[src/rtl/gfpd_pkg.sv]
// gfpd_pkg: shared types, state codes and constant tables for the gamepad frame decoder
// no dependencies
`timescale 1ns / 1ps
`default_nettype none
package gfpd_pkg;

	localparam int unsigned TabDepth = 45;
	localparam int unsigned StepW = 6;
	localparam logic [63:0] PiQ56 = 64'h0324_3F6A_8885_A308;
	localparam logic [63:0] QOne = 64'h0100_0000_0000_0000;

	localparam logic [1:0] REG_HEADER = 2'd0;
	localparam logic [1:0] REG_LEFT_DZ = 2'd1;
	localparam logic [1:0] REG_RIGHT_DZ = 2'd2;

	localparam logic [5:0] LAST_STEP = 6'd44;

	typedef enum logic [3:0] {
		ST_HUNT,
		ST_LX,
		ST_LY,
		ST_RX,
		ST_RY,
		ST_BL,
		ST_BH,
		ST_CALC,
		ST_WAIT
	} state_t;

	typedef struct packed {
		logic ld_lx;
		logic ld_ly;
		logic ld_rx;
		logic ld_ry;
		logic ld_bl;
		logic start;
		logic step;
		logic ld_out;
	} cmd_t;

	typedef struct packed {
		logic hdr_match;
		logic last_step;
	} status_t;

	function automatic logic [63:0] mulq(input logic [63:0] a, input logic [63:0] b);
		logic [127:0] p;
		p = {64'd0, a} * {64'd0, b};
		return p[119:56];
	endfunction

	function automatic logic [63:0] sin_div(input logic [63:0] v, input int n);
		logic [63:0] r;
		unique case (n)
			0: r = v / 64'd6;
			1: r = v / 64'd20;
			2: r = v / 64'd42;
			3: r = v / 64'd72;
			4: r = v / 64'd110;
			5: r = v / 64'd156;
			6: r = v / 64'd210;
			7: r = v / 64'd272;
			8: r = v / 64'd342;
			9: r = v / 64'd420;
			10: r = v / 64'd506;
			11: r = v / 64'd600;
			12: r = v / 64'd702;
			default: r = v / 64'd812;
		endcase
		return r;
	endfunction

	function automatic logic [63:0] cos_div(input logic [63:0] v, input int n);
		logic [63:0] r;
		unique case (n)
			0: r = v / 64'd2;
			1: r = v / 64'd12;
			2: r = v / 64'd30;
			3: r = v / 64'd56;
			4: r = v / 64'd90;
			5: r = v / 64'd132;
			6: r = v / 64'd182;
			7: r = v / 64'd240;
			8: r = v / 64'd306;
			9: r = v / 64'd380;
			10: r = v / 64'd462;
			11: r = v / 64'd552;
			12: r = v / 64'd650;
			default: r = v / 64'd756;
		endcase
		return r;
	endfunction

	// sine (sel) or cosine of the half-degree boundaries, series in q56
	function automatic logic [TabDepth-1:0][63:0] build_tab(input logic sel);
		logic [TabDepth-1:0][63:0] tab;
		logic [63:0] t, t2, ts, tc, ss, cc;
		logic [63:0] odd;
		for (int k = 0; k < TabDepth; k++) begin
			odd = 64'(2 * k + 1);
			t = (odd * (PiQ56 / 64'd8)) / 64'd45;
			t2 = mulq(t, t);
			ts = t;
			tc = QOne;
			ss = 64'd0;
			cc = 64'd0;
			for (int n = 0; n < 14; n++) begin
				if (n % 2 == 1) begin
					ss = ss - ts;
					cc = cc - tc;
				end else begin
					ss = ss + ts;
					cc = cc + tc;
				end
				ts = sin_div(mulq(ts, t2), n);
				tc = cos_div(mulq(tc, t2), n);
			end
			tab[k] = sel ? ss : cc;
		end
		return tab;
	endfunction

	localparam logic [TabDepth-1:0][63:0] SIN_TAB = build_tab(1'b1);
	localparam logic [TabDepth-1:0][63:0] COS_TAB = build_tab(1'b0);

endpackage
`default_nettype wire

[src/rtl/gfpd_stick.sv]
// gfpd_stick: iterative angle search and bit-serial square root for one stick
// depends on gfpd_pkg
`timescale 1ns / 1ps
`default_nettype none
module gfpd_stick (
	input wire logic clk,
	input wire logic arst_n,
	input wire logic signed [8:0] x,
	input wire logic signed [8:0] y,
	input wire logic start,
	input wire logic step,
	input wire logic [gfpd_pkg::StepW-1:0] step_idx,
	output logic active,
	output logic [9:0] angle,
	output logic [8:0] distance
);
	import gfpd_pkg::*;

	logic [7:0] ax, ay, big, minor;
	logic swap;
	logic [71:0] lhs, rhs;
	logic cmp;
	logic found_q;
	logic [5:0] k_q;
	logic [15:0] n_q;
	logic [7:0] r_q, r_try;
	logic [15:0] r_sq;
	logic signed [17:0] sq_x, sq_y;
	logic [6:0] a;
	logic [8:0] d;
	logic [9:0] e;

	assign ax = x[8] ? 8'(-x) : x[7:0];
	assign ay = y[8] ? 8'(-y) : y[7:0];
	assign swap = ay > ax;
	assign big = swap ? ay : ax;
	assign minor = swap ? ax : ay;
	assign lhs = {64'd0, minor} * {8'd0, COS_TAB[step_idx]};
	assign rhs = {64'd0, big} * {8'd0, SIN_TAB[step_idx]};
	assign cmp = lhs > rhs;
	assign r_try = r_q | (8'h80 >> step_idx[2:0]);
	assign r_sq = {8'd0, r_try} * {8'd0, r_try};
	assign sq_x = x * x;
	assign sq_y = y * y;

	always_ff @(posedge clk or negedge arst_n) begin
		if (!arst_n) begin
			found_q <= 1'b0;
			k_q <= '0;
			r_q <= '0;
			n_q <= '0;
		end else if (start) begin
			found_q <= 1'b0;
			k_q <= '0;
			r_q <= '0;
			n_q <= 16'(sq_x + sq_y);
		end else if (step) begin
			if (!found_q) begin
				if (cmp) k_q <= step_idx + 6'd1;
				else found_q <= 1'b1;
			end
			if (step_idx < 6'd8 && r_sq <= n_q) r_q <= r_try;
		end
	end

	always_comb begin
		a = swap ? 7'(7'd90 - {1'b0, k_q}) : {1'b0, k_q};
		priority if (!x[8] && !y[8]) d = {2'd0, a};
		else if (x[8] && !y[8]) d = 9'd180 - {2'd0, a};
		else if (x[8]) d = 9'd180 + {2'd0, a};
		else d = 9'd360 - {2'd0, a};
		e = {1'b0, d} + 10'd270;
		if (e >= 10'd360) e = e - 10'd360;
		active = (x != 9'sd0) || (y != 9'sd0);
		angle = active ? e : '1;
		distance = !active ? '1 : (r_q > 8'd128 ? 9'd128 : {1'b0, r_q});
	end
endmodule
`default_nettype wire

[src/rtl/gfpd_datapath.sv]
// gfpd_datapath: config registers, frame capture, two stick units and result register
// depends on gfpd_pkg and gfpd_stick
`timescale 1ns / 1ps
`default_nettype none
module gfpd_datapath (
	input wire logic clk,
	input wire logic arst_n,
	input wire logic cfg_we,
	input wire logic [1:0] cfg_index,
	input wire logic [7:0] cfg_data,
	input wire logic [7:0] data_byte,
	input wire gfpd_pkg::cmd_t cmd,
	output gfpd_pkg::status_t status,
	output logic signed [7:0] left_x,
	output logic signed [8:0] left_y,
	output logic signed [7:0] right_x,
	output logic signed [8:0] right_y,
	output logic left_active,
	output logic signed [9:0] left_angle,
	output logic signed [8:0] left_distance,
	output logic right_active,
	output logic signed [9:0] right_angle,
	output logic signed [8:0] right_distance,
	output logic [15:0] buttons
);
	import gfpd_pkg::*;

	logic [7:0] hdr_q, ldz_q, rdz_q, bl_q, bh_q;
	logic signed [8:0] lx_q, ly_q, rx_q, ry_q;
	logic [5:0] step_q;
	logic signed [8:0] sv, nv;
	logic [8:0] mag;
	logic l_act, r_act;
	logic [9:0] l_ang, r_ang;
	logic [8:0] l_dist, r_dist;

	assign sv = {data_byte[7], data_byte};
	assign nv = -sv;
	assign mag = sv[8] ? 9'(-sv) : sv;
	assign status.hdr_match = data_byte == hdr_q;
	assign status.last_step = step_q == LAST_STEP;

	always_ff @(posedge clk or negedge arst_n) begin
		if (!arst_n) begin
			hdr_q <= '0;
			ldz_q <= '0;
			rdz_q <= '0;
			lx_q <= '0;
			ly_q <= '0;
			rx_q <= '0;
			ry_q <= '0;
			bl_q <= '0;
			bh_q <= '0;
			step_q <= '0;
		end else begin
			if (cfg_we) begin
				unique case (cfg_index)
					REG_HEADER: hdr_q <= cfg_data;
					REG_LEFT_DZ: ldz_q <= cfg_data;
					REG_RIGHT_DZ: rdz_q <= cfg_data;
					default: ;
				endcase
			end
			if (cmd.ld_lx) lx_q <= (mag < {1'b0, ldz_q}) ? 9'sd0 : sv;
			if (cmd.ld_ly) ly_q <= (mag < {1'b0, ldz_q}) ? 9'sd0 : nv;
			if (cmd.ld_rx) rx_q <= (mag < {1'b0, rdz_q}) ? 9'sd0 : sv;
			if (cmd.ld_ry) ry_q <= (mag < {1'b0, rdz_q}) ? 9'sd0 : nv;
			if (cmd.ld_bl) bl_q <= data_byte;
			if (cmd.start) begin
				bh_q <= data_byte;
				step_q <= '0;
			end else if (cmd.step) begin
				step_q <= step_q + 6'd1;
			end
		end
	end

	gfpd_stick u_left (
		.clk(clk), .arst_n(arst_n), .x(lx_q), .y(ly_q), .start(cmd.start),
		.step(cmd.step), .step_idx(step_q), .active(l_act), .angle(l_ang),
		.distance(l_dist)
	);

	gfpd_stick u_right (
		.clk(clk), .arst_n(arst_n), .x(rx_q), .y(ry_q), .start(cmd.start),
		.step(cmd.step), .step_idx(step_q), .active(r_act), .angle(r_ang),
		.distance(r_dist)
	);

	always_ff @(posedge clk) begin
		if (cmd.ld_out) begin
			left_x <= lx_q[7:0];
			left_y <= ly_q;
			right_x <= rx_q[7:0];
			right_y <= ry_q;
			left_active <= l_act;
			left_angle <= l_ang;
			left_distance <= l_dist;
			right_active <= r_act;
			right_angle <= r_ang;
			right_distance <= r_dist;
			buttons <= {bh_q, bl_q};
		end
	end
endmodule
`default_nettype wire

[src/rtl/gfpd_ctrl.sv]
// gfpd_ctrl: frame position and calculation sequencing, output valid tracking
// depends on gfpd_pkg
`timescale 1ns / 1ps
`default_nettype none
module gfpd_ctrl (
	input wire logic clk,
	input wire logic arst_n,
	input wire logic in_valid,
	output logic in_stall,
	output logic out_valid,
	input wire logic out_stall,
	input wire gfpd_pkg::status_t status,
	output gfpd_pkg::cmd_t cmd
);
	import gfpd_pkg::*;

	state_t state_q, state_d;
	logic out_valid_q;
	logic accept;

	assign out_valid = out_valid_q;

	always_ff @(posedge clk or negedge arst_n) begin
		if (!arst_n) begin
			state_q <= ST_HUNT;
			out_valid_q <= 1'b0;
		end else begin
			state_q <= state_d;
			if (cmd.ld_out) out_valid_q <= 1'b1;
			else if (!out_stall) out_valid_q <= 1'b0;
		end
	end

	always_comb begin
		state_d = state_q;
		cmd = '0;
		in_stall = (state_q == ST_CALC) || (state_q == ST_WAIT);
		accept = in_valid && !in_stall;
		unique case (state_q)
			ST_HUNT: if (accept && status.hdr_match) state_d = ST_LX;
			ST_LX: if (accept) begin
				cmd.ld_lx = 1'b1;
				state_d = ST_LY;
			end
			ST_LY: if (accept) begin
				cmd.ld_ly = 1'b1;
				state_d = ST_RX;
			end
			ST_RX: if (accept) begin
				cmd.ld_rx = 1'b1;
				state_d = ST_RY;
			end
			ST_RY: if (accept) begin
				cmd.ld_ry = 1'b1;
				state_d = ST_BL;
			end
			ST_BL: if (accept) begin
				cmd.ld_bl = 1'b1;
				state_d = ST_BH;
			end
			ST_BH: if (accept) begin
				cmd.start = 1'b1;
				state_d = ST_CALC;
			end
			ST_CALC: begin
				cmd.step = 1'b1;
				if (status.last_step) state_d = ST_WAIT;
			end
			ST_WAIT: if (!out_valid_q || !out_stall) begin
				cmd.ld_out = 1'b1;
				state_d = ST_HUNT;
			end
			default: state_d = ST_HUNT;
		endcase
	end
endmodule
`default_nettype wire

[src/rtl/gamepad_frame_polar_decoder_core.sv]
// gamepad_frame_polar_decoder_core: top level of the gamepad frame decoder
// depends on gfpd_pkg, gfpd_ctrl and gfpd_datapath
`timescale 1ns / 1ps
`default_nettype none
// One received byte per input item. Bytes are dropped until one matches the header
// register, then six frame bytes are taken one per cycle. The last byte starts the
// calculation, set by the half-degree boundary search that runs for both sticks at
// once (the square root uses step indices below 8); the result register is then
// loaded once the output register is free. No byte is taken during that time. A
// finished result waits in the output register while the next frame is collected.
module gamepad_frame_polar_decoder_core (
	input wire logic clk,
	input wire logic arst_n,
	input wire logic cfg_we,
	input wire logic [1:0] cfg_index,
	input wire logic [7:0] cfg_data,
	input wire logic in_valid,
	output logic in_stall,
	input wire logic [7:0] data_byte,
	output logic out_valid,
	input wire logic out_stall,
	output logic signed [7:0] left_x,
	output logic signed [8:0] left_y,
	output logic signed [7:0] right_x,
	output logic signed [8:0] right_y,
	output logic left_active,
	output logic signed [9:0] left_angle,
	output logic signed [8:0] left_distance,
	output logic right_active,
	output logic signed [9:0] right_angle,
	output logic signed [8:0] right_distance,
	output logic [15:0] buttons
);
	import gfpd_pkg::*;

	cmd_t cmd;
	status_t status;

	gfpd_ctrl u_ctrl (
		.clk(clk), .arst_n(arst_n), .in_valid(in_valid), .in_stall(in_stall),
		.out_valid(out_valid), .out_stall(out_stall), .status(status), .cmd(cmd)
	);

	gfpd_datapath u_dp (
		.clk(clk), .arst_n(arst_n), .cfg_we(cfg_we), .cfg_index(cfg_index),
		.cfg_data(cfg_data), .data_byte(data_byte), .cmd(cmd), .status(status),
		.left_x(left_x), .left_y(left_y), .right_x(right_x), .right_y(right_y),
		.left_active(left_active), .left_angle(left_angle),
		.left_distance(left_distance), .right_active(right_active),
		.right_angle(right_angle), .right_distance(right_distance),
		.buttons(buttons)
	);
endmodule
`default_nettype wire

[config.mk]
export PLATFORM = sky130hd
export DESIGN_NAME = gamepad_frame_polar_decoder_core
export DESIGN_NICKNAME = d
export VERILOG_FILES = /design/src/rtl/gfpd_pkg.sv /design/src/rtl/gfpd_stick.sv /design/src/rtl/gfpd_datapath.sv /design/src/rtl/gfpd_ctrl.sv /design/src/rtl/gamepad_frame_polar_decoder_core.sv
export SDC_FILE = /design/constraint.sdc
export NUM_CORES = 2
export LEC_CHECK = 0
export BUFFER_PORTS_ARGS = -buffer_cell sky130_fd_sc_hd__clkbuf_2
export CAP_MARGIN = 40
export CELL_PAD_IN_SITES_DETAIL_PLACEMENT = 1
export CELL_PAD_IN_SITES_GLOBAL_PLACEMENT = 1
export CORE_MARGIN = 3
export CORE_UTILIZATION = 55
export CTS_CLUSTER_SIZE = 20
export DETAILED_ROUTE_END_ITERATION = 8
export GPL_ROUTABILITY_DRIVEN = 0
export PLACE_DENSITY = 0.94
export SYNTH_ARGS = -nofsm -noshare
export SYNTH_HDL_FRONTEND = slang
export SYNTH_HIERARCHICAL = 1
export SYNTH_SLANG_ARGS = --single-unit
[constraint.sdc]
create_clock -name clk -period 18.8 [get_ports clk]
set_input_delay 0 -clock clk [delete_from_list [all_inputs] [get_ports clk]]
set_output_delay 0 -clock clk [all_outputs]
set_load 0.01 [all_outputs]
==> results.md, run 1 <==
* Cell row count at 150
* Count of buffers from port buffering at 114
* Synth top area cells: fa_1 34%, ha_1 11%, nor2_1 7.7%, inv_1 7.6%, dfrtp_1 3.9%
* Post-synth top area share at 0.3435
* Post-synthesis sequential area ratio at 0.06843
* Die H at 417.8 um
* Root buffer cell: clkbuf_16
* Cell taking the most area after synthesis: fa_1
* Clk sinks at 237
* Err: [ERROR GRT-0232] Routing congestion too high. Check the congestion heatmap in the GUI.
* Initial Utilization at 0.5558
* Post-synth cell types at 122
* Failing step: global routing (5_1_grt)
* Most used DFF post-synth: dfrtp_1
* Die W at 417.8 um
* Total CTS buffers at 29
* Asr flop ratio synth at 0.6203
* H-Tree Level Count at 1
* Mapped Area at 0.09325 mm2
* Largest net degree at the start of global routing at 250
* Clock tree buffer depth at 3
* Gr ovfl total at 962
* Synth warnings at 6
* Outcome: aborted with a tool error
* EDFF count, synth at 90
* Cts repair resizes at 0
* I/O Pins at 115
* Syn avg cell area at 8.111 um2
* Yosys reg bits at 237
* Post-Synthesis Cells at 11.50k
* Detailed Place HPWL at 312400 um
* GRT Resource Usage Total at 0.7849
* Synth Net Count at 13.93k
[Yosys cell counts (67+ instances only)]
master       n
xor2_1     135
nand2_1    720
o21ai_0    430
a31oi_1     91
o21ai_1     74
a21o_1     305
and2_1      67
clkbuf_1   469
ha_1       811
inv_1     1886
nand4_1     88
edfxtp_1    90
nand2b_1   133
a21oi_1    522
nand3_1    158
nor3_1     132
fa_1      1600
nor2_1    1902
dfrtp_1    147
o211ai_1    70
xnor2_1    278
or2_2      342
nor2b_1     77
a211oi_1    67
[through the flow]
stage / cells / area (um2) / hold WS (ns) / utilization / worst slack (ns)
2_1_floorplan: 11500 / 93250 / -0.2956 / - / 7.304
3_3_place_gp: 13410 / 96000 / 0.1127 / 0.5721 / 5.429
3_5_place_dp: 13470 / 96510 / 0.1360 / 0.5752 / 4.429
4_1_cts: 13550 / 97750 / 0.1554 / 0.5826 / 3.977
[timing repair]
action | 4_1_cts
buffers inserted | 0
hold endpoints to repair | 154
setup endpoints to repair | 0
hold buffers | 25
[logic make-up after synthesis]
group / after synthesis / share of synthesized area
and+or+nand+nor: 3768 / 0.1802
buffers and inverters: 2451 / 0.09944
adders and majority gates: 2411 / 0.4523
AOI/OAI and AO/OA: 2126 / 0.1492
xor gates and xnor gates: 419 / 0.04011
DFF: 237 / 0.06843
muxes: 84 / 0.01031
[per-layer routing]
layer / GRT overflow / GRT usage
met3: 104 / 0.7180
met5: 6 / 0.5635
met1: 72 / 0.7611
met2: 426 / 0.8901
met4: 354 / 0.7758
==> run 2: changes to the inputs <==
- CELL_PAD_IN_SITES_DETAIL_PLACEMENT: 1 -> default
- CELL_PAD_IN_SITES_GLOBAL_PLACEMENT: 1 -> default
- CORE_UTILIZATION: 55 -> 40
- CTS_CLUSTER_SIZE: 20 -> default
- PLACE_DENSITY: 0.94 -> default
- PLACE_DENSITY_LB_ADDON: default -> 0.15
==> run 2 against run 1 <==
Net effect:
- the flow now finishes, with violations (design-rule violations)
- synthesized cell count unchanged
- area after synthesis unchanged
==> results.md, run 2 <==
* NumNets Final at 13.80k
* Clk sinks at 237
* Post-Route WL at 328600 um
* Post-synth top area share at 0.3435
* GRT Resource Usage Total at 0.2752
* Cts repair resizes at 0
* Die ar. at 0.2390 mm2
* DR WL/cell at 22.79 um
* First-pass DRT Iterations at 9
* Final ANT Viol Nets at 0
* Post-DP Area at 0.09798 mm2
* Setup Fix Bufs, Post-CTS at 0
* Crit Path Max Fanout at 46
* Tcrit/Tclk final at 0.7660
* Critical path class: register to register
* Final setup violation count at 0
* MaxCap Viol Count at 0
* Synth top area cells: fa_1 34%, ha_1 11%, nor2_1 7.7%, inv_1 7.6%, dfrtp_1 3.9%
* P&R area growth vs syn at 6.416%
* Max Fclk at 69.44 MHz
* R2R Setup Slk at 4.40 ns
* Met2 WL at 145000 um
* CP max stage cell: nor4_1
* Commonest cells after routing, fill and taps aside: 1896 x nor2_1, 1885 x inv_1, 1600 x fa_1
* DRC violations left at 85
* Hold Worst Slack at 0.04754 ns
* I/O Pins at 115
* Root buffer cell: clkbuf_16
* Finished Cell Area at 0.09923 mm2
* Worst Setup SP: u_dp/step_q[1]$_DFFE_PN0P_
* Synth Area in Compound Gates at 0.1492
* Initial DRC count at 8937
* Worst slew margin at 0.2962
* Top Registers: u_dp/buttons (16), u_dp/u_left/n_q (16), u_dp/u_right/n_q (16)
* CP startpoint kind: register
* WP data arrival at 14.89 ns
* Mapped Area at 0.09325 mm2
* Clk_lat worst skew at 0.58 ns
* Routed via count at 83.19k
* Clock-pin slew on the worst setup and hold paths at 0.06 ns
* Area of the core at 0.2310 mm2
* CP max stage delay at 0.76 ns
* Total CTS buffers at 28
* Slew @ Worst Pin at 1.056 ns
* Detailed Place HPWL at 253200 um
* First-pass GRT wire length at 516000 um
* Gr ovfl total at 0
* Initial antenna violation count at 4
* Max Slew Vio Count at 0
* Post-synthesis sequential area ratio at 0.06843
* Outcome: finished with violations
* Post-Synth XOR/XNOR Area at 0.04011
* Final Hold Viols at 0
* Worst setup path end: u_dp/u_left/k_q[2]$_DFFE_PN0P_
* H-Tree Level Count at 1
* Commonest non-fill, non-tap cell in the layout: nor2_1
* Worst path required time at 19.29 ns
* Cell taking the most area after synthesis: fa_1
* CTS tree: yes
* Met1 WL at 137500 um
* EDFF count, synth at 90
* Post-Synthesis Cells at 11.50k
* Routed length on met3 at 31480 um
* Vias in the first global route at 85.65k
* Post-route setup TNS at 0 ns
* Synth warnings at 6
* Yosys reg bits at 237
* Buf+Inv Stages, Crit Path at 7
* Proportion of layout cells with a drive suffix above 1 at 0.08427
* Reg2reg start: u_dp/step_q[1]$_DFFE_PN0P_
* RR Endpoint: u_dp/u_left/k_q[2]$_DFFE_PN0P_
* Multiplexer share of the synthesized area at 0.01030
* RSZ-0062 raised after global routing: false
* Reg2Reg Depth at 41
* Cell row count at 176
* Synth Net Count at 13.93k
* Via-to-Cell Ratio at 5.769
* CP endpoint kind: register
* CP Depth at 41
* Clock tree buffer depth at 3
* Failing checks: design-rule violations
* Die W at 488.8 um
* Largest net degree at the start of global routing at 182
* Crit-path leading delay family: simple AND/OR/NAND/NOR gates
* Adder-cell share of the synthesized area at 0.4523
* Top-count cell post-synth: nor2_1
* Final min period at 14.40 ns
* Die H at 488.8 um
* Post-synth top cells: 1902 x nor2_1, 1886 x inv_1, 1600 x fa_1
* Combinational family with the most area after synthesis: adder cells
* Post-Synth Simple-Gate Area at 0.1802
* Count of buffers from port buffering at 114
* Asr flop ratio synth at 0.6203
* Hold Crit Class: input port to asynchronous set/reset pin
* Post-synth cell types at 122
* Uppermost layer routed: met5
* Syn avg cell area at 8.111 um2
* Initial Utilization at 0.4037
* Skew final at 0.02619 ns
* Most used DFF post-synth: dfrtp_1
run 2: stage by stage:
step / worst slack (ns) / std cells / utilization
floorplan: 7.304 / 11500 / -
detailed placement: 5.035 / 14340 / 0.4241
global placement: 5.231 / 14260 / 0.4212
CTS: 4.975 / 14410 / 0.4292
finish: 4.399 / 14420 / 0.4296
global route: 3.776 / 14420 / 0.4295
run 2: timing repair:
action	in CTS	in global routing
hold endpoints to repair	137	0
endpoints found under the setup margin	0	0
hold buffers	21	0
run 2: cell families after synthesis:
logic type | count (synthesis)
AOI/OAI and AO/OA | 2126
xor gates and xnor gates | 419
adders and majority gates | 2411
buffers and inverters | 2451
DFF | 237
muxes | 84
and+or+nand+nor | 3768
run 2: area by class of cell:
class                   instances  area, um2
fillers                     23290     131800
multi-input cells            8808      78080
inverters                    1897       7123
flip-flops and latches        237       6400
well taps                    3026       3786
repair buffers                398       2865
clock buffers                  34      783.3
clock inverters                18      187.7
diodes                          2      5.005
run 2: layer usage:
metal  vias up  track usage
met2      4002       0.4304
met3       920      0.06690
li1      36630            -
met5         -     0.001812
met1     41640       0.3722
met4         4      0.09277
run 2: worst min path at each step:
stage | endpoint | slack [ns]
5_1_grt | u_dp/u_left/r_q[7]$_DFFE_PN0P_ | 0.12
3_5_place_dp | u_dp/u_left/r_q[3]$_DFFE_PN0P_ | 0.12
4_1_cts | u_dp/u_left/r_q[3]$_DFFE_PN0P_ | 0.08
3_3_place_gp | u_dp/u_left/r_q[7]$_DFFE_PN0P_ | 0.12
6_report | u_dp/u_left/r_q[7]$_DFFE_PN0P_ | 0.05
2_1_floorplan | u_ctrl/out_valid$_DFFE_PN0P_ | -0.30
Power of run 2 is not shown: default switching activity piles up to over one toggle a cycle in this logic, so the estimate is an artifact.
